`config.mk`:
```
export PLATFORM = sky130hd
export DESIGN_NAME = crc_framed_serial_transfer
export DESIGN_NICKNAME = d
export VERILOG_FILES = /design/src/hdl/cfst_pkg.sv /design/src/hdl/cfst_crc_engine.sv /design/src/hdl/cfst_out_reg.sv /design/src/hdl/crc_framed_serial_transfer.sv
export SDC_FILE = /design/constraint.sdc
export NUM_CORES = 1
export LEC_CHECK = 0
export ABC_AREA = 1
export BUFFER_PORTS_ARGS = -buffer_cell sky130_fd_sc_hd__buf_2
export CAP_MARGIN = 10
export CORE_ASPECT_RATIO = 0.8
export CORE_UTILIZATION = 40
export DETAILED_ROUTE_END_ITERATION = 12
export PLACE_DENSITY_LB_ADDON = 0.05
export SLEW_MARGIN = 20
export SYNTH_ARGS = -nofsm -noshare
export SYNTH_HDL_FRONTEND = slang
export SYNTH_SLANG_ARGS = --single-unit
```
`constraint.sdc`:
```
create_clock -name clk -period 8.35 [get_ports clk]
set_input_delay 0.835 -clock clk [delete_from_list [all_inputs] [get_ports clk]]
set_output_delay 0.835 -clock clk [all_outputs]
set_load 0.02 [all_outputs]
```
`src/hdl/cfst_pkg.sv`:
```
// Shared types, constants and the CRC-8 byte function for the CRC-framed serial master.
// No dependencies; every other file of the block uses this package.
package cfst_pkg;

  // Frame geometry.
  localparam int FRAME_BITS = 32;
  localparam int CNT_W      = $clog2(FRAME_BITS + 1);
  localparam int WORD_W     = 32;
  localparam int CMD_W      = 24;
  localparam int DATA_CNT_W = $clog2(CMD_W + 1);
  localparam int CRC_W      = 8;

  // Configuration port.
  localparam int PADDR_W     = 3;
  localparam int PDATA_W     = 32;
  localparam bit REG_CRC_POLY = 1'b0;
  localparam logic [CRC_W-1:0] POLY_RESET = 8'h1D;

  // Transaction modes.
  localparam logic MODE_START = 1'b0;
  localparam logic MODE_TICK  = 1'b1;

  typedef struct packed {
    logic             mode;
    logic [CMD_W-1:0] command;
    logic             rx_bit;
  } in_item_t;

  typedef struct packed {
    logic              tx_bit;
    logic [WORD_W-1:0] rx_word;
    logic              frame_done;
    logic              misuse;
  } out_item_t;

  // Controls from the frame sequencer to the CRC engine.
  typedef struct packed {
    logic start;
    logic shift;
  } crc_ctrl_t;

  // One byte of MSB-first CRC-8: xor the byte in, then eight shift steps.
  function automatic logic [CRC_W-1:0] crc8_byte(input logic [CRC_W-1:0] crc,
                                                 input logic [CRC_W-1:0] data,
                                                 input logic [CRC_W-1:0] poly);
    logic [CRC_W-1:0] c;
    c = crc ^ data;
    for (int j = 0; j < CRC_W; j++) begin
      if (c[CRC_W-1]) begin
        c = {c[CRC_W-2:0], 1'b0} ^ poly;
      end else begin
        c = {c[CRC_W-2:0], 1'b0};
      end
    end
    return c;
  endfunction

endpackage

```
`src/hdl/cfst_crc_engine.sv`:
```
// CRC-8 engine: one command byte per cycle, then the check byte shifts out MSB first.
// Depends on cfst_pkg.
module cfst_crc_engine (
  input  logic                       clk,
  input  logic                       rst,
  input  cfst_pkg::crc_ctrl_t        ctrl,
  input  logic [cfst_pkg::CMD_W-1:0] command,
  input  logic [cfst_pkg::CRC_W-1:0] poly,
  output logic                       crc_msb
);

  logic [cfst_pkg::CRC_W-1:0]   crc;
  logic [cfst_pkg::CRC_W-1:0]   poly_lat;
  logic [2*cfst_pkg::CRC_W-1:0] pend;
  logic [1:0]                   pend_cnt;

  assign crc_msb = crc[cfst_pkg::CRC_W-1];

  // The low command byte is folded in on the start cycle; the other two follow,
  // one per cycle, well before the first check bit is due on the line.
  always_ff @(posedge clk) begin
    if (rst) begin
      pend_cnt <= 2'd0;
      crc      <= '0;
    end else if (ctrl.start) begin
      crc      <= cfst_pkg::crc8_byte('0, command[cfst_pkg::CRC_W-1:0], poly);
      pend     <= command[cfst_pkg::CMD_W-1:cfst_pkg::CRC_W];
      poly_lat <= poly;
      pend_cnt <= 2'd2;
    end else if (pend_cnt != 2'd0) begin
      crc      <= cfst_pkg::crc8_byte(crc, pend[cfst_pkg::CRC_W-1:0], poly_lat);
      pend     <= {{cfst_pkg::CRC_W{1'b0}}, pend[2*cfst_pkg::CRC_W-1:cfst_pkg::CRC_W]};
      pend_cnt <= pend_cnt - 2'd1;
    end else if (ctrl.shift) begin
      crc <= {crc[cfst_pkg::CRC_W-2:0], 1'b0};
    end
  end

endmodule

```
`src/hdl/cfst_out_reg.sv`:
```
// Result register: holds one result transaction until the consumer takes it.
// Depends on cfst_pkg.
module cfst_out_reg (
  input  logic                clk,
  input  logic                rst,
  input  logic                load,
  input  cfst_pkg::out_item_t load_data,
  output logic                load_ready,
  output logic                out_valid,
  input  logic                out_ready,
  output cfst_pkg::out_item_t out_data
);

  // A new result may enter when the register is empty or when the held one leaves in the same cycle.
  assign load_ready = !out_valid || out_ready;

  always_ff @(posedge clk) begin
    if (rst) begin
      out_valid <= 1'b0;
    end else if (load) begin
      out_valid <= 1'b1;
    end else if (out_ready) begin
      out_valid <= 1'b0;
    end
  end

  always_ff @(posedge clk) begin
    if (load) begin
      out_data <= load_data;
    end
  end

endmodule

```
`src/hdl/crc_framed_serial_transfer.sv`:
```
// Top level of the CRC-framed serial master: frame sequencer, APB register and result stage.
// Depends on cfst_pkg, cfst_crc_engine and cfst_out_reg.
//
// A start transaction loads a 24-bit command, sent low byte first, followed by a CRC-8
// over those bytes (MSB first, init 0, polynomial from crc_poly at byte address 0,
// reset 0x1D). Each tick transaction then returns the outgoing bit and shifts in rx_bit;
// the tick that ends the frame returns the received word with frame_done set. A start
// while a frame is running, or a tick while idle, is ignored and returns misuse. Every
// transaction yields one registered result, in the cycle after acceptance; a
// transaction is accepted every cycle as long as the result register drains, so the
// rate is one per cycle. The CRC engine folds in one command byte per cycle, starting
// at the edge that accepts the start, and is done long before any check bit is needed.
module crc_framed_serial_transfer (
  input  logic                         clk,
  input  logic                         rst,
  input  logic                         in_valid,
  output logic                         in_ready,
  input  cfst_pkg::in_item_t           in_data,
  output logic                         out_valid,
  input  logic                         out_ready,
  output cfst_pkg::out_item_t          out_data,
  input  logic                         psel,
  input  logic                         penable,
  input  logic                         pwrite,
  input  logic [cfst_pkg::PADDR_W-1:0] paddr,
  input  logic [cfst_pkg::PDATA_W-1:0] pwdata,
  output logic [cfst_pkg::PDATA_W-1:0] prdata,
  output logic                         pready
);

  logic [cfst_pkg::CRC_W-1:0]      crc_poly;
  logic [cfst_pkg::CMD_W-1:0]      data_sr;
  logic [cfst_pkg::DATA_CNT_W-1:0] data_cnt;
  logic [cfst_pkg::WORD_W-1:0]     rx_shift;
  logic [cfst_pkg::CNT_W-1:0]      bits_left;
  logic                            busy;

  logic [cfst_pkg::WORD_W-1:0] rx_shift_next;
  logic                        accept;
  logic                        do_start;
  logic                        do_tick;
  logic                        crc_msb;
  cfst_pkg::crc_ctrl_t         crc_ctrl;
  cfst_pkg::out_item_t         result;

  // APB register access; the word index is paddr[2].
  assign pready = 1'b1;

  always_ff @(posedge clk) begin
    if (rst) begin
      crc_poly <= cfst_pkg::POLY_RESET;
    end else if (psel && penable && pwrite && (paddr[2] == cfst_pkg::REG_CRC_POLY)) begin
      crc_poly <= pwdata[cfst_pkg::CRC_W-1:0];
    end
  end

  always_comb begin
    prdata = '0;
    if (paddr[2] == cfst_pkg::REG_CRC_POLY) begin
      prdata[cfst_pkg::CRC_W-1:0] = crc_poly;
    end
  end

  // Decode the accepted transaction.
  assign accept   = in_valid && in_ready;
  assign do_start = accept && (in_data.mode == cfst_pkg::MODE_START) && !busy;
  assign do_tick  = accept && (in_data.mode == cfst_pkg::MODE_TICK) && busy &&
                    (bits_left != '0);
  assign rx_shift_next = {rx_shift[cfst_pkg::WORD_W-2:0], in_data.rx_bit};

  // Command bits go first; once they are out, the check byte follows from the engine.
  assign crc_ctrl.start = do_start;
  assign crc_ctrl.shift = do_tick && (data_cnt == '0);

  cfst_crc_engine u_crc (
    .clk     (clk),
    .rst     (rst),
    .ctrl    (crc_ctrl),
    .command (in_data.command),
    .poly    (crc_poly),
    .crc_msb (crc_msb)
  );

  // Result of this transaction.
  always_comb begin
    result            = '0;
    result.misuse     = accept && !do_start && !do_tick;
    if (do_tick) begin
      result.tx_bit = (data_cnt != '0) ? data_sr[cfst_pkg::CMD_W-1] : crc_msb;
      if (bits_left == cfst_pkg::CNT_W'(1)) begin
        result.frame_done = 1'b1;
        result.rx_word    = rx_shift_next;
      end
    end
  end

  // Frame state.
  always_ff @(posedge clk) begin
    if (rst) begin
      busy      <= 1'b0;
      bits_left <= '0;
      data_cnt  <= '0;
      rx_shift  <= '0;
      data_sr   <= '0;
    end else if (do_start) begin
      busy      <= 1'b1;
      bits_left <= cfst_pkg::CNT_W'(cfst_pkg::FRAME_BITS);
      data_cnt  <= cfst_pkg::DATA_CNT_W'(cfst_pkg::CMD_W);
      rx_shift  <= '0;
      data_sr   <= {in_data.command[7:0], in_data.command[15:8], in_data.command[23:16]};
    end else if (do_tick) begin
      bits_left <= bits_left - cfst_pkg::CNT_W'(1);
      rx_shift  <= rx_shift_next;
      if (bits_left == cfst_pkg::CNT_W'(1)) begin
        busy <= 1'b0;
      end
      if (data_cnt != '0) begin
        data_cnt <= data_cnt - cfst_pkg::DATA_CNT_W'(1);
        data_sr  <= {data_sr[cfst_pkg::CMD_W-2:0], 1'b0};
      end
    end
  end

  cfst_out_reg u_out (
    .clk        (clk),
    .rst        (rst),
    .load       (accept),
    .load_data  (result),
    .load_ready (in_ready),
    .out_valid  (out_valid),
    .out_ready  (out_ready),
    .out_data   (out_data)
  );

endmodule
```
==> results by group <==
Status
  • Status: finished with violations
  • Failing checks: design-rule violations

Layout
  • Post-route cell area: 9573 um2
  • # diodes: 0
  • Layout cell share with drive strength beyond 1: 0.1517
  • Multi-input gate area: 4204 um2
  • Post-layout nets: 1305
  • FF+latch area: 3493 um2
  • Area growth syn-to-layout: 12.17%
  • Fillcell total: 2127

CTS
  • CTS root buf: clkbuf_16
  • Later-pin clock latency in the skew report: 0.43 ns
  • Clk pin slew, worst setup/hold paths: 0.06 ns
  • Hold_buf cts: 0
  • Num CTS Buffers: 17
  • Htree depth: 4
  • Post-CTS Resized: 0
  • Largest buffer count on any clock path: 2
  • Clock sink total: 145
  • CTS tree: built
  • Post-CTS Setup Bufs: 0

Global routing
  • Met3 Resource Use GR: 0.02884
  • Grt ovf: 0
  • Met2 Usage GRT: 0.2645
  • First-pass GRT wire length: 32970 um
  • Global Route met1 Usage: 0.2996
  • GRT Overall Usage: 0.1898
  • Initial antenna violation count: 0
  • Pin count of the biggest net entering global routing: 44
  • Vias in the first global route: 6350
  • Most used routing layer: met1

Synthesis
  • Synth Cell Area: 8534 um2
  • Commonest cells post-synth: nand2_1 (365), inv_1 (119), nor2_1 (114)
  • Synth warn: 0
  • Cell variety after synth: 41
  • Synth Flop Type: dfxtp_1
  • Area leader, netlist: edfxtp_1
  • Syn Inst Count: 1177
  • Asr flop ratio synth: 0
  • Seq/Total Area, Yosys: 0.4093
  • Most frequent cell after synthesis: nand2_1
  • Flops & latches, synth: 145
  • Number of flops mapped to enable cells by yosys: 59
  • Share of the synthesized area in the top cell type: 0.2076
  • Synth area leaders: edfxtp_1 (21%), dfxtp_1 (20%), nand2_1 (16%), nand3_1 (5.7%), inv_1 (5.2%)
  • Mean cell area of the mapped netlist: 7.251 um2

Power and ir drop
  • Max IR drop VDD: 0.1331 mV
  • Leakage power: 4.370 nW
  • Cell Pwr Density: 237.7 nW/um2

Placement
  • GP Congestion: 0.8054
  • Placed inst area: 8989 um2
  • Port bufs: 86
  • DP Wirelength: 13870 um

Floorplanning
  • # IOs: 138
  • Total core area: 20820 um2
  • Horiz. Die Dim: 165.3 um
  • DIE HEIGHT: 132.6 um
  • # rows: 47
  • Initial Util: 0.4100
  • DIE AREA: 21930 um2

Setup path
  • Critical-path maximum fanout: 15
  • Worst endpoint data arrival time: 4.46 ns
  • WP data required: 8.71 ns
  • Critical path cell sequence: nand3_2 > nand2_4 > nand3_4 > xor2_4 > nand3_2 > nand2_4 > nand3_2 > nand2_4 > nand3_2 > nand2_2 > nand2_1 > nand2_1 > nand2_2 > nand2_1 > nand2_2 > nand2_4 > nand2_1 > nand2_1 > nand3_1 > a21oi_2
  • Startpoint Class: flip-flop
  • Critical path class: reg -> reg
  • Critical Path Max Stage Delay: 0.94 ns
  • Reg-to-reg slack, setup: 4.25 ns
  • Critical path endpoint category: flip-flop
  • CP most frequent cell: nand2_1
  • Slowest cell on crit path: edfxtp_1

Detailed routing
  • Final WL: 19810 um
  • DR iter-0 viols: 485
  • Via count: 7204
  • Via density: 4.755
  • DRT Pass-1 Iters: 9
  • Detail Route Antenna Nets: 0
  • Drt drc: 17
  • WL per Instance: 13.07 um

STA
  • Worst-margin pin slew: 0.9047 ns
  • Max Transition Viols Final: 0
  • Fin crit share: 0.4909
  • Minimum clock period: 4.099 ns
  • F_max: 0.2439 GHz
  • Skew final: 0.01456 ns
  • RSZ-0062 raised after global routing: no
  • Relative slew slack: 0.3968
  • Hold Fails Final Rpt: 0
  • Setup TNS: 0 ns
  • Setup Viol. Count Final: 0

Job
  • Max_cap viols: 0

Worst hold path
  • Min-delay worst type: reg -> reg
## metrics by stage
stage	worst slack, ns	cells	util	power (mW)	hold WS [ns]
finish	4.251	1515	0.4599	2.275	0.4641
global route	3.842	1515	0.4599	2.439	0.4833
CTS	4.249	1515	0.4599	2.299	0.4642
detailed placement	4.254	1483	0.4318	1.539	0.4535
global placement	4.276	1483	0.4318	1.532	0.4517
floorplan	5.191	1200	-	1.452	0.4029
## placed cells by master (no fill, tap or decap), types with 20 or more instances in the layout
cell type / n
buf_2: 86
edfxtp_1: 59
conb_1: 25
inv_1: 118
o21ai_0: 30
nand3_1: 98
nor2_1: 114
a21oi_1: 56
dfxtp_1: 86
nand2_2: 20
xnor2_1: 29
nand2_1: 365
## sequential cells by signal, indices dropped and copies added, names as in the netlist
register / cells
u_out.out_data: 35
u_crc.pend_cnt: 2
crc_poly: 8
u_out.out_valid: 1
busy: 1
u_crc.pend: 16
bits_left: 6
data_cnt: 5
rx_shift: 31
data_sr: 24
u_crc.poly_lat: 8
u_crc.crc: 8
## critical path, delay by kind of cell, from the launching register on
kind | cells | cell delay, ns
simple gates | 18 | 2.62
flops | 1 | 0.94
compound gates | 1 | 0.15
xor+xnor | 1 | 0.31
## final cells by class
| cell class | count | area share |
|---|---|---|
| inverter | 123 | 0.04849 |
| clock buffer | 18 | 0.04588 |
| sequential | 145 | 0.3649 |
| timing repair buffer | 94 | 0.05124 |
| clock inverter | 14 | 0.01516 |
| multi-input combinational | 852 | 0.4392 |
| tap | 269 | 0.03516 |
## cell families after synthesis
kind of cell,count (synthesis),share of synthesized area
other cells,2,0.0008800
compound gates,125,0.08606
flops,145,0.4093
xor+xnor,49,0.05468
fa+ha+maj,4,0.005864
simple gates,649,0.3344
buf+inv,203,0.1088
## path summary, 6_finish.rpt
kind                     start           end  cells after the start
max reg2reg  u_crc.poly_lat[7]  u_crc.crc[4]                     20
min reg2reg        rx_shift[7]   rx_shift[7]                      2
max          u_crc.poly_lat[7]  u_crc.crc[4]                     20
min                rx_shift[7]   rx_shift[7]                      2
## report_power, final
| part | total, mW | internal, mW | leakage [nW] | switching (mW) |
|---|---|---|---|---|
| Combinational | 0.731 | 0.249 | 2.81 | 0.482 |
| Sequential | 0.795 | 0.769 | 1.27 | 0.0255 |
| Clock | 0.750 | 0.429 | 0.284 | 0.321 |
## metal layers
metal | up-vias | share of wire
met1 | 3221 | 0.54
met3 | 9 | 0.043
met2 | 140 | 0.41
li1 | 3834 | -
met5 | - | 0
met4 | 0 | 0.0086
Note: power is estimated with default switching activity, not from simulation.
